<file path="src/design/ffsa_pkg.sv">
// Package for the first-free slot allocator.
// Holds table geometry, field widths, status and mode codes, and sequencer states.
// No dependencies.
package ffsa_pkg;

    localparam int FLOORS          = 4;
    localparam int SLOTS_PER_FLOOR = 8;
    localparam int TOTAL_SLOTS     = FLOORS * SLOTS_PER_FLOOR;
    localparam int IDX_W           = (TOTAL_SLOTS > 1) ? $clog2(TOTAL_SLOTS) : 1;

    localparam int FLOOR_W = 2;
    localparam int SLOT_W  = 3;
    localparam int OWNER_W = 16;
    localparam int COUNT_W = 6;
    localparam int STAT_W  = 2;

    localparam logic MODE_ALLOC   = 1'b0;
    localparam logic MODE_RELEASE = 1'b1;

    typedef enum logic [STAT_W-1:0] {
        ST_GRANTED  = 2'd0,
        ST_FULL     = 2'd1,
        ST_RELEASED = 2'd2,
        ST_REJECTED = 2'd3
    } status_t;

    typedef enum logic [1:0] {
        S_IDLE,
        S_SCAN,
        S_READ,
        S_FINISH
    } state_t;

endpackage

</file>
<file path="src/design/ffsa_req_if.sv">
// Request channel of the slot allocator: valid/ready plus the request payload.
// Depends on ffsa_pkg.
interface ffsa_req_if;
    import ffsa_pkg::*;

    logic               valid;
    logic               ready;
    logic               mode;
    logic [OWNER_W-1:0] owner_id;
    logic [FLOOR_W-1:0] floor_in;
    logic [SLOT_W-1:0]  slot_in;

    modport source (output valid, output mode, output owner_id, output floor_in,
                    output slot_in, input ready);
    modport sink   (input valid, input mode, input owner_id, input floor_in,
                    input slot_in, output ready);
endinterface

</file>
<file path="src/design/ffsa_rsp_if.sv">
// Response channel of the slot allocator: valid/ready plus the result payload.
// Depends on ffsa_pkg.
interface ffsa_rsp_if;
    import ffsa_pkg::*;

    logic               valid;
    logic               ready;
    logic [STAT_W-1:0]  status;
    logic [FLOOR_W-1:0] floor_out;
    logic [SLOT_W-1:0]  slot_out;
    logic [COUNT_W-1:0] occupied_count;
    logic [OWNER_W-1:0] released_owner;

    modport source (output valid, output status, output floor_out, output slot_out,
                    output occupied_count, output released_owner, input ready);
    modport sink   (input valid, input status, input floor_out, input slot_out,
                    input occupied_count, input released_owner, output ready);
endinterface

</file>
<file path="src/design/ffsa_ram.sv">
// Generic single-write, single-read RAM with registered read data.
// No dependencies.
module ffsa_ram #(
    parameter int WIDTH = 16,
    parameter int DEPTH = 32
) (
    input  logic                                  clk,
    input  logic                                  we,
    input  logic [((DEPTH > 1) ? $clog2(DEPTH) : 1)-1:0] waddr,
    input  logic [WIDTH-1:0]                      wdata,
    input  logic [((DEPTH > 1) ? $clog2(DEPTH) : 1)-1:0] raddr,
    output logic [WIDTH-1:0]                      rdata
);
    logic [WIDTH-1:0] mem [DEPTH];
    logic [WIDTH-1:0] rdata_reg;

    always_ff @(posedge clk)
    begin
        if (we)
        begin
            mem[waddr] <= wdata;
        end
        rdata_reg <= mem[raddr];
    end

    assign rdata = rdata_reg;
endmodule

</file>
<file path="src/design/first_free_slot_allocator.sv">
// Top level of the first-free slot allocator: sequencer, busy bits, count, result register.
// Depends on ffsa_pkg, ffsa_req_if, ffsa_rsp_if and ffsa_ram (owner store).
//
//  channel | dir | transaction
//  --------+-----+---------------------------------------------------------
//  req     | in  | mode, owner_id, floor_in, slot_in
//  rsp     | out | status, floor_out, slot_out, occupied_count, released_owner
//
// Allocate: S_IDLE accepts, S_SCAN tests one busy bit per cycle, S_FINISH loads the output
// register; a full table skips S_SCAN. Release: S_IDLE, S_READ (owner RAM read), S_FINISH;
// a rejected release skips S_READ. req.ready is high only while the sequencer idles;
// a finished result waits in the output register, and the sequencer holds its next result
// until rsp takes the previous one. Reset clears all busy bits and the count at once.
module first_free_slot_allocator (
    input  logic        clk,
    input  logic        rst_n,
    ffsa_req_if.sink    req,
    ffsa_rsp_if.source  rsp
);
    import ffsa_pkg::*;

    state_t               state_reg, state_next;
    logic [TOTAL_SLOTS-1:0] busy_reg, busy_next;
    logic [COUNT_W-1:0]   count_reg, count_next;
    logic [IDX_W-1:0]     scan_idx_reg, scan_idx_next;
    logic [FLOOR_W-1:0]   scan_floor_reg, scan_floor_next;
    logic [SLOT_W-1:0]    scan_slot_reg, scan_slot_next;
    logic [OWNER_W-1:0]   owner_reg, owner_next;

    status_t              res_status_reg, res_status_next;
    logic [FLOOR_W-1:0]   res_floor_reg, res_floor_next;
    logic [SLOT_W-1:0]    res_slot_reg, res_slot_next;
    logic [OWNER_W-1:0]   res_owner_reg, res_owner_next;

    logic                 out_valid_reg, out_valid_next;
    status_t              out_status_reg, out_status_next;
    logic [FLOOR_W-1:0]   out_floor_reg, out_floor_next;
    logic [SLOT_W-1:0]    out_slot_reg, out_slot_next;
    logic [COUNT_W-1:0]   out_count_reg, out_count_next;
    logic [OWNER_W-1:0]   out_owner_reg, out_owner_next;

    logic                 accept;
    logic                 out_free;
    logic                 table_full;
    logic                 rel_in_range;
    logic [IDX_W-1:0]     rel_idx;
    logic                 ram_we;
    logic [IDX_W-1:0]     ram_raddr;
    logic [OWNER_W-1:0]   ram_rdata;

    assign accept       = req.valid && req.ready;
    assign out_free     = !out_valid_reg || rsp.ready;
    assign table_full   = (count_reg >= COUNT_W'(TOTAL_SLOTS));
    assign rel_in_range = (int'(req.floor_in) < FLOORS) && (int'(req.slot_in) < SLOTS_PER_FLOOR);
    assign rel_idx      = IDX_W'(int'(req.floor_in) * SLOTS_PER_FLOOR + int'(req.slot_in));
    assign ram_raddr    = rel_idx;

    ffsa_ram #(
        .WIDTH (OWNER_W),
        .DEPTH (TOTAL_SLOTS)
    ) u_owner_ram (
        .clk   (clk),
        .we    (ram_we),
        .waddr (scan_idx_reg),
        .wdata (owner_reg),
        .raddr (ram_raddr),
        .rdata (ram_rdata)
    );

    // next state
    always_comb
    begin
        state_next = state_reg;
        unique case (state_reg)
            S_IDLE:
            begin
                if (accept)
                begin
                    if (req.mode == MODE_ALLOC)
                    begin
                        state_next = table_full ? S_FINISH : S_SCAN;
                    end
                    else
                    begin
                        state_next = (rel_in_range && busy_reg[rel_idx]) ? S_READ : S_FINISH;
                    end
                end
            end
            S_SCAN:
            begin
                if (!busy_reg[scan_idx_reg] || scan_idx_reg == IDX_W'(TOTAL_SLOTS - 1))
                begin
                    state_next = S_FINISH;
                end
            end
            S_READ:
            begin
                state_next = S_FINISH;
            end
            S_FINISH:
            begin
                if (out_free)
                begin
                    state_next = S_IDLE;
                end
            end
            default:
            begin
                state_next = S_IDLE;
            end
        endcase
    end

    // datapath and outputs
    always_comb
    begin
        busy_next       = busy_reg;
        count_next      = count_reg;
        scan_idx_next   = scan_idx_reg;
        scan_floor_next = scan_floor_reg;
        scan_slot_next  = scan_slot_reg;
        owner_next      = owner_reg;
        res_status_next = res_status_reg;
        res_floor_next  = res_floor_reg;
        res_slot_next   = res_slot_reg;
        res_owner_next  = res_owner_reg;
        out_valid_next  = out_valid_reg && !rsp.ready;
        out_status_next = out_status_reg;
        out_floor_next  = out_floor_reg;
        out_slot_next   = out_slot_reg;
        out_count_next  = out_count_reg;
        out_owner_next  = out_owner_reg;
        ram_we          = 1'b0;

        unique case (state_reg)
            S_IDLE:
            begin
                if (accept)
                begin
                    owner_next      = req.owner_id;
                    scan_idx_next   = '0;
                    scan_floor_next = '0;
                    scan_slot_next  = '0;
                    res_status_next = ST_REJECTED;
                    res_floor_next  = '0;
                    res_slot_next   = '0;
                    res_owner_next  = '0;
                    if (req.mode == MODE_ALLOC)
                    begin
                        if (table_full)
                        begin
                            res_status_next = ST_FULL;
                        end
                    end
                    else if (rel_in_range && busy_reg[rel_idx])
                    begin
                        busy_next[rel_idx] = 1'b0;
                        if (count_reg != '0)
                        begin
                            count_next = count_reg - COUNT_W'(1);
                        end
                        res_status_next = ST_RELEASED;
                        res_floor_next  = req.floor_in;
                        res_slot_next   = req.slot_in;
                    end
                end
            end
            S_SCAN:
            begin
                if (!busy_reg[scan_idx_reg])
                begin
                    busy_next[scan_idx_reg] = 1'b1;
                    count_next      = count_reg + COUNT_W'(1);
                    ram_we          = 1'b1;
                    res_status_next = ST_GRANTED;
                    res_floor_next  = scan_floor_reg;
                    res_slot_next   = scan_slot_reg;
                end
                else if (scan_idx_reg == IDX_W'(TOTAL_SLOTS - 1))
                begin
                    res_status_next = ST_FULL;
                end
                else
                begin
                    scan_idx_next = scan_idx_reg + IDX_W'(1);
                    if (scan_slot_reg == SLOT_W'(SLOTS_PER_FLOOR - 1))
                    begin
                        scan_slot_next  = '0;
                        scan_floor_next = scan_floor_reg + FLOOR_W'(1);
                    end
                    else
                    begin
                        scan_slot_next = scan_slot_reg + SLOT_W'(1);
                    end
                end
            end
            S_READ:
            begin
                res_owner_next = ram_rdata;
            end
            S_FINISH:
            begin
                if (out_free)
                begin
                    out_valid_next  = 1'b1;
                    out_status_next = res_status_reg;
                    out_floor_next  = res_floor_reg;
                    out_slot_next   = res_slot_reg;
                    out_count_next  = count_reg;
                    out_owner_next  = res_owner_reg;
                end
            end
            default:
            begin
            end
        endcase
    end

    always_ff @(posedge clk or negedge rst_n)
    begin
        if (!rst_n)
        begin
            state_reg     <= S_IDLE;
            busy_reg      <= '0;
            count_reg     <= '0;
            out_valid_reg <= 1'b0;
        end
        else
        begin
            state_reg     <= state_next;
            busy_reg      <= busy_next;
            count_reg     <= count_next;
            out_valid_reg <= out_valid_next;
        end
    end

    always_ff @(posedge clk)
    begin
        scan_idx_reg   <= scan_idx_next;
        scan_floor_reg <= scan_floor_next;
        scan_slot_reg  <= scan_slot_next;
        owner_reg      <= owner_next;
        res_status_reg <= res_status_next;
        res_floor_reg  <= res_floor_next;
        res_slot_reg   <= res_slot_next;
        res_owner_reg  <= res_owner_next;
        out_status_reg <= out_status_next;
        out_floor_reg  <= out_floor_next;
        out_slot_reg   <= out_slot_next;
        out_count_reg  <= out_count_next;
        out_owner_reg  <= out_owner_next;
    end

    assign req.ready          = (state_reg == S_IDLE);
    assign rsp.valid          = out_valid_reg;
    assign rsp.status         = out_status_reg;
    assign rsp.floor_out      = out_floor_reg;
    assign rsp.slot_out       = out_slot_reg;
    assign rsp.occupied_count = out_count_reg;
    assign rsp.released_owner = out_owner_reg;

`ifndef SYNTHESIS
    a_count_matches_busy: assert property (@(posedge clk) disable iff (!rst_n)
        $countones(busy_reg) == int'(count_reg))
        else $error("occupied count differs from busy bits");

    a_scan_has_room: assert property (@(posedge clk) disable iff (!rst_n)
        state_reg == S_SCAN |-> !table_full)
        else $error("scan running on a full table");

    a_full_reports_all: assert property (@(posedge clk) disable iff (!rst_n)
        rsp.valid && rsp.status == ST_FULL |-> rsp.occupied_count == COUNT_W'(TOTAL_SLOTS))
        else $error("full reported with free slots");
`endif
endmodule
</file>
<file path="src/flat_wrapper.sv">
// flat-port wrapper written by rule: the top's interface ports become plain ports
module first_free_slot_allocator_flat import ffsa_pkg::*;
  (clk, rst_n, req_valid, req_mode, req_owner_id, req_floor_in, req_slot_in, req_ready, rsp_valid, rsp_status, rsp_floor_out, rsp_slot_out, rsp_occupied_count, rsp_released_owner, rsp_ready);
  ffsa_req_if req_i ();
  ffsa_rsp_if rsp_i ();
  input  logic clk;
  input  logic rst_n;
  input wire logic [$bits(req_i.valid)-1:0] req_valid;
  input wire logic [$bits(req_i.mode)-1:0] req_mode;
  input wire logic [$bits(req_i.owner_id)-1:0] req_owner_id;
  input wire logic [$bits(req_i.floor_in)-1:0] req_floor_in;
  input wire logic [$bits(req_i.slot_in)-1:0] req_slot_in;
  output wire logic [$bits(req_i.ready)-1:0] req_ready;
  output wire logic [$bits(rsp_i.valid)-1:0] rsp_valid;
  output wire logic [$bits(rsp_i.status)-1:0] rsp_status;
  output wire logic [$bits(rsp_i.floor_out)-1:0] rsp_floor_out;
  output wire logic [$bits(rsp_i.slot_out)-1:0] rsp_slot_out;
  output wire logic [$bits(rsp_i.occupied_count)-1:0] rsp_occupied_count;
  output wire logic [$bits(rsp_i.released_owner)-1:0] rsp_released_owner;
  input wire logic [$bits(rsp_i.ready)-1:0] rsp_ready;
  assign req_i.valid = req_valid;
  assign req_i.mode = req_mode;
  assign req_i.owner_id = req_owner_id;
  assign req_i.floor_in = req_floor_in;
  assign req_i.slot_in = req_slot_in;
  assign req_ready = req_i.ready;
  assign rsp_valid = rsp_i.valid;
  assign rsp_status = rsp_i.status;
  assign rsp_floor_out = rsp_i.floor_out;
  assign rsp_slot_out = rsp_i.slot_out;
  assign rsp_occupied_count = rsp_i.occupied_count;
  assign rsp_released_owner = rsp_i.released_owner;
  assign rsp_i.ready = rsp_ready;
  first_free_slot_allocator u_core (.clk(clk), .rst_n(rst_n), .req(req_i), .rsp(rsp_i));
endmodule
</file>
<file path="config.mk">
export PLATFORM = sky130hd
export DESIGN_NAME = first_free_slot_allocator_flat
export DESIGN_NICKNAME = d
export VERILOG_FILES = /design/src/design/ffsa_pkg.sv /design/src/design/ffsa_req_if.sv /design/src/design/ffsa_rsp_if.sv /design/src/design/ffsa_ram.sv /design/src/design/first_free_slot_allocator.sv /design/src/flat_wrapper.sv
export SDC_FILE = /design/constraint.sdc
export NUM_CORES = 1
export LEC_CHECK = 0
export BUFFER_PORTS_ARGS = -buffer_cell sky130_fd_sc_hd__buf_2
export CAP_MARGIN = 15
export CORE_MARGIN = 2
export CORE_UTILIZATION = 29
export DETAILED_ROUTE_END_ITERATION = 8
export SYNTH_ARGS = -nofsm -noshare
export SYNTH_HDL_FRONTEND = slang
export SYNTH_SLANG_ARGS = --single-unit
</file>
<file path="constraint.sdc">
create_clock -name clk -period 3.45 [get_ports clk]
set_input_delay 0.69 -clock clk [delete_from_list [all_inputs] [get_ports clk]]
set_output_delay 0.69 -clock clk [all_outputs]
set_load 0.01 [all_outputs]
</file>
== Word-level counts from Yosys, hierarchy flattened ==
Memories as Yosys holds them, arrays and structs flattened. A register that Yosys moved wholly into a read port is not among the register bits.
Cells that the tools add are included.

* Memories: 1
* Output and inout bits: 31
* Register bits: 119
* Bits of input ports: 26
* RAM bits: 512

{| class="wikitable"
|+ Memories
! memory !! depth !! bits a word !! rd ports !! clocked after Yosys merged registers in !! wr ports !! RTL line !! text
|-
| u_core.u_owner_ram.mem || 32 || 16 || 1 || 1 || 1 || ffsa_ram.sv:14 || <nowiki>logic [WIDTH-1:0] mem [DEPTH];</nowiki>
|}

* Mux-type cells: 64
* Add/sub/neg operators: 6
* Order comparisons: 5
* Equal/unequal tests: 16
* Reduce and logical (&&, ||, !) cells: 23
* Bitwise gates (word level): 3

{| class="wikitable"
|+ Operators with widths
! operator !! number
|-
| two-way mux 32 bit || 4
|-
| one-hot mux 32 bit (2 select lines) || 1
|-
| two-way mux 2 bit || 18
|-
| bitwise AND 32 bit || 1
|-
| inverter 32 bit || 1
|-
| OR 32 bit || 1
|-
| one-hot mux 16 bit (2 select lines) || 1
|-
| two-way mux 6 bit || 5
|-
| two-way mux 3 bit || 8
|-
| two-way mux 16 bit || 1
|-
| two-way mux 5 bit || 3
|-
| less-than comparator 5 x 6 -> 1 bit, second input constant || 2
|-
| != test 2 bit, second input constant || 6
|-
| one-hot mux 2 bit (2 select lines) || 3
|-
| one-hot mux 3 bit (2 select lines) || 2
|-
| one-hot mux 6 bit (2 select lines) || 1
|-
| two-way mux 1 bit || 11
|-
| binary-select mux 1 bit (select 5 bit) || 2
|-
| demux 1 bit (select 5 bit) || 2
|-
| greater-or-equal comparator 5 x 1 -> 1 bit, second input constant || 2
|-
| one-hot mux 5 bit (2 select lines) || 1
|-
| AND reduction 5 bit || 2
|-
| AND reduction 3 bit || 3
|-
| != test 2 x 1 -> 1 bit, second input constant || 4
|-
| other kinds (22) || 32
|}

== Logic depth before layout (Yosys ltp) ==
* Depth in word-level cells: 11
* Mapped depth: 12
* Mapped depth without buffers: 11

== Modules after synthesis ==
Synthesis repeated with hierarchy kept, for this count alone.

* Cell total of the unflattened synthesis: 1,622
* Area total of the unflattened synthesis: 26,262.7 um^2

{| class="wikitable"
|+ Modules (own cells, without submodules)
! module !! cells an instance !! area each (um^2) !! instances !! seq. area each (um^2)
|-
| ffsa_ram || 1,143 || 20,534.7 || 1 || 15,695.1
|-
| first_free_slot_allocator || 479 || 5,728.0 || 1 || 3,368.2
|}

== Least setup slack after synthesis ==
Ideal clock, no wire load.

* Path kind: register to register
* Start point: register u_core.scan_idx_reg[0]
* End point: memory u_core.u_owner_ram.mem[23][0] (enable)
* Clock period less this slack: 3.019 ns
* Path slack: 0.431 ns
* Required time: 3.062 ns
* Arrival time: 2.631 ns
* Stages on the path, launching flop included: 8
* Path through: edfxtp_1 -> buf_6 -> mux4_2 -> a32oi_1 -> nand4_2 -> nor2b_1 -> nand3_1 -> nor2_1

* Cells in the longest elaborated chain, start to end: 6

{| class="wikitable"
|+ Ends and longest elaborated chain
! what !! RTL line !! text
|-
| start: declaration || first_free_slot_allocator.sv:25 || <nowiki>logic [IDX_W-1:0] scan_idx_reg, scan_idx_next;</nowiki>
|-
| start signal: assignment || first_free_slot_allocator.sv:239 || <nowiki>scan_idx_reg <= scan_idx_next;</nowiki>
|-
| binary-select mux 1 bit (select 5 bit) || first_free_slot_allocator.sv:170 || <nowiki>if (!busy_reg[scan_idx_reg])</nowiki>
|-
| two-way mux 1 bit (implied by the code) || first_free_slot_allocator.sv:170 ||
|-
| two-way mux 1 bit || first_free_slot_allocator.sv:170 ||
|-
| two-way mux 1 bit || first_free_slot_allocator.sv:135 || <nowiki>unique case (state_reg)</nowiki>
|-
| two-way mux 1 bit || ffsa_ram.sv:19 || <nowiki>if (we)</nowiki>
|-
| two-way mux 1 bit (implied by the code) || ffsa_ram.sv:21 || <nowiki>mem[waddr] <= wdata;</nowiki>
|-
| end: declaration || ffsa_ram.sv:14 ||
|}

Parallel ways exist; a longest one is shown, timed or not. The select of a mux whose other input is x is not followed.

== Worst setup path after layout ==
* Start point: register u_core.scan_idx_reg[0]
* End point: memory u_core.u_owner_ram.mem[10][13] (enable)

The elaborated chain is that of the path after synthesis.

==> flow_summary.ini <==
[power_and_ir_drop]
vdd_ir_drop_max_uv = 558.8
total_leakage_power_nw = 9.828
power_density_nw_per_um2 = 700.6
design_power_total_mw = 21.15

[logic_synthesis]
synth.yosys.seq_area_share = 0.7571
mux_contribution_to_synthesized_area = 0.1303
synth_adder_area_share = 0.007453
ys_seq_elements = 647
yosys.area_share.xor_xnor = 0.003478
synth_largest_type_area_fraction = 0.7036
largest_family_of_logic_cells_by_synthesized_area = multiplexers
synth_ff_type = sky130_fd_sc_hd__edfxtp_1
synth_enable_flop_cells = 590
ys_types = 67
synth-compound-area-share = 0.04899
synthCells = 1272
synth.cell_area_sq_um = 25180
syn-mean-instance-area_sq_um = 19.80
synthTopCellsByArea = sky130_fd_sc_hd__edfxtp_1, sky130_fd_sc_hd__mux4_2, sky130_fd_sc_hd__dfrtp_1
yosysTopAreaCell = sky130_fd_sc_hd__edfxtp_1
synthesis.yosys.warnings = 0
syn-num-nets = 1313
synth_simple_gate_area_share = 0.03816
synth-async-reset-ratio = 0.06337

[sta]
summed_negative_setup_slack_over_all_endpoints_ns = 0
hold_ws_ns = 0.2618
pins_over_their_slew_limit = 0
finalSetupViolCount = 0
timing_worst_slew_pin_value_ns = 1.197
fin_crit_sh = 0.9606
timing.fmax_ghz = 0.3017
final.setup.worst_slack_ns = 0.1358
post-route-min-period_ns = 3.314
relative_slew_slack = 0.2020
finalHoldViolCount = 0
grt_setup_unrepaired = no
finClkSkew_ns = 0.02462

[detailed_routing]
detailedRoute.firstIterationViolations = 1551
post-route-drc-count = 0
routed_via_density = 5.003
ant_nets = 0
totalWireLength_um = 63030
drt-pass1-iter-count = 7
vias = 13150
wire_per_inst_um = 23.98

[job]
cap_viol_max_count = 0

[placed_design]
dp_cells = 2498
hpwlAfterDp_um = 39900
place_area_sq_um = 27580
dp_worst_setup_slack_ns = 0.1496
place.gp.congestion = 0.8325
place.port_buffers = 56

[clocking]
cts_made_buffers = 66
htree_num_levels = 3
cts.sink_count = 647
cts.root.buffer_cell = sky130_fd_sc_hd__clkbuf_16
clkTransAtPathRegs_ns = 0.06
tritoncts = yes
hold_buffers = 0
number_of_buffers_inserted_by_post_cts_setup_repair = 0
worstSkewPairLatency_ns = 0.61
cts_max_path_buffers = 3
cts_resized = 0

[layout]
post_route_cells_drive_above_1_share = 0.2992
diodes = 0
final_cell_count_no_fill = 2629
utilization = 0.3497
flip_flop_count_of_the_largest_register_after_layout = 512
flow.area_growth_from_synthesis_pct = 19.91
finalNetCount = 1463
fin_area_sq_um = 30190

[worst_setup_path]
start_kind = flop
critical_path_required_ns = 3.76
worst_r2r_endpoint = u_core.u_owner_ram.mem[10][13]
crit_type = reg -> reg
crit_arrival_ns = 3.62
crit_path_end_kind = flop
r2r.worst_path.cells = 9
critPathMaxFanout = 10
r2r-start = u_core.scan_idx_reg[0]
worst-r2r-setup-slack_ns = 0.14

[global_route]
grt_start_max_net_pins = 74
grt_antenna_before_repair = 2
first_pass_grt_wire_length_um = 92510
grt_overflow_total = 0
first_global_vias = 13320
gr-usage-all-layers = 0.1407

[floorplan]
die_height_um = 298.7
floorplan.die.width_um = 298.7
start_util = 0.2916
coreArea_sq_um = 86350
design.portCount = 57
placement_rows = 108
die_area_sq_um = 89200

[min_path]
hp-class = in -> reg
worstHoldEndpoint = u_core.owner_reg[0]
worstHoldStart = req_owner_id[0]
hold_path_depth = 1

[status]
outcome = completed
cell families after synthesis:
| family | after synthesis |
|---|---|
| flip-flops | 647 |
| XOR/XNOR | 10 |
| multiplexers | 158 |
| AND/OR/NAND/NOR | 183 |
| buffers and inverters | 85 |
| AO/OA/AOI/OAI | 174 |
| adder cells (fa/ha/maj) | 15 |
worst max-delay path by stage:
stage / from / end / slack, ns / cells past startpoint
2_1_floorplan: u_core.scan_idx_reg[0] / u_core.u_owner_ram.mem[23][0] / 0.43 / 7
3_3_place_gp: u_core.scan_idx_reg[2] / u_core.scan_idx_reg[0] / 0.19 / 9
3_5_place_dp: u_core.scan_idx_reg[2] / u_core.scan_slot_reg[1] / 0.15 / 9
4_1_cts: u_core.scan_idx_reg[2] / u_core.scan_idx_reg[0] / 0.12 / 9
5_1_grt: u_core.scan_idx_reg[0] / u_core.u_owner_ram.mem[10][6] / 0.02 / 9
6_report: u_core.scan_idx_reg[0] / u_core.u_owner_ram.mem[10][13] / 0.14 / 9
Yosys cell counts, drive strengths merged, types with 16 or more instances:
master and instances:
a21oi 29, a22oi 67, a31oi 25, and2 22, buf 41, clkbuf 32, dfrtp 41, dfxtp 16
edfxtp 590, mux4 135, nand2 32, nand4 18, nor2 55, o21ai 23
critical path, cell delays in order, from the launching register on:
cell and delay, ns:
sky130_fd_sc_hd__edfxtp_1 0.71, sky130_fd_sc_hd__buf_4 0.29, sky130_fd_sc_hd__mux2i_1 0.20, sky130_fd_sc_hd__nor3_1 0.06, sky130_fd_sc_hd__a311oi_1 0.33, sky130_fd_sc_hd__nand4_2 0.20, sky130_fd_sc_hd__buf_4 0.20, sky130_fd_sc_hd__nand2b_1 0.41
sky130_fd_sc_hd__nor2_1 0.36, sky130_fd_sc_hd__buf_4 0.25
cells in the final DEF, fill, tap and decap left out, types with 5 or more instances in the layout:
master and count:
sky130_fd_sc_hd__edfxtp_1 590, sky130_fd_sc_hd__mux4_2 135, sky130_fd_sc_hd__buf_4 69, sky130_fd_sc_hd__clkbuf_16 68, sky130_fd_sc_hd__a22oi_1 65, sky130_fd_sc_hd__buf_2 54, sky130_fd_sc_hd__dfrtp_1 41, sky130_fd_sc_hd__nand2_1 32
sky130_fd_sc_hd__nor2_1 30, sky130_fd_sc_hd__a21oi_1 28, sky130_fd_sc_hd__nor2_2 25, sky130_fd_sc_hd__a31oi_1 24, sky130_fd_sc_hd__and2_1 22, sky130_fd_sc_hd__o21ai_0 20, sky130_fd_sc_hd__nand4_1 17, sky130_fd_sc_hd__buf_12 17
sky130_fd_sc_hd__dfxtp_1 16, sky130_fd_sc_hd__mux2i_1 15, sky130_fd_sc_hd__ha_1 15, sky130_fd_sc_hd__buf_16 12, sky130_fd_sc_hd__inv_1 11, sky130_fd_sc_hd__bufinv_16 11, sky130_fd_sc_hd__clkbuf_1 11, sky130_fd_sc_hd__clkinv_2 10
sky130_fd_sc_hd__clkinv_1 9, sky130_fd_sc_hd__and3_1 8, sky130_fd_sc_hd__nand3_1 8, sky130_fd_sc_hd__mux2_1 6, sky130_fd_sc_hd__nor3_1 6, sky130_fd_sc_hd__xor2_1 6, sky130_fd_sc_hd__nor3b_2 5, sky130_fd_sc_hd__nor2b_1 5
sky130_fd_sc_hd__inv_6 5, sky130_fd_sc_hd__clkbuf_8 5
per-layer routing:
layer,up-vias,global-route usage,wire length [um]
li1,5556,-,-
met3,82,0.02857,4634
met2,563,0.2162,28980
met5,-,0,13
met4,2,0.03015,1074
met1,6950,0.2066,28330
power breakdown:
group          total, mW  leakage [nW]  switching (mW)  internal (mW)
Sequential          10.2          6.01           0.546           9.67
Clock               7.58          1.13            3.01           4.57
Combinational       3.36          2.69            2.10           1.26
Total               21.2          9.83            5.65           15.5
area by class of cell:
type / instances / area, sq um
Fill cell: 7983 / 56150
Sequential cell: 647 / 19060
Inverter: 12 / 45.04
Multi-Input combinational cell: 540 / 5836
Clock inverter: 36 / 493.0
Clock buffer: 84 / 1812
Timing Repair Buffer: 155 / 1500
Tap cell: 1155 / 1445
(Power assumes the default switching activity.)
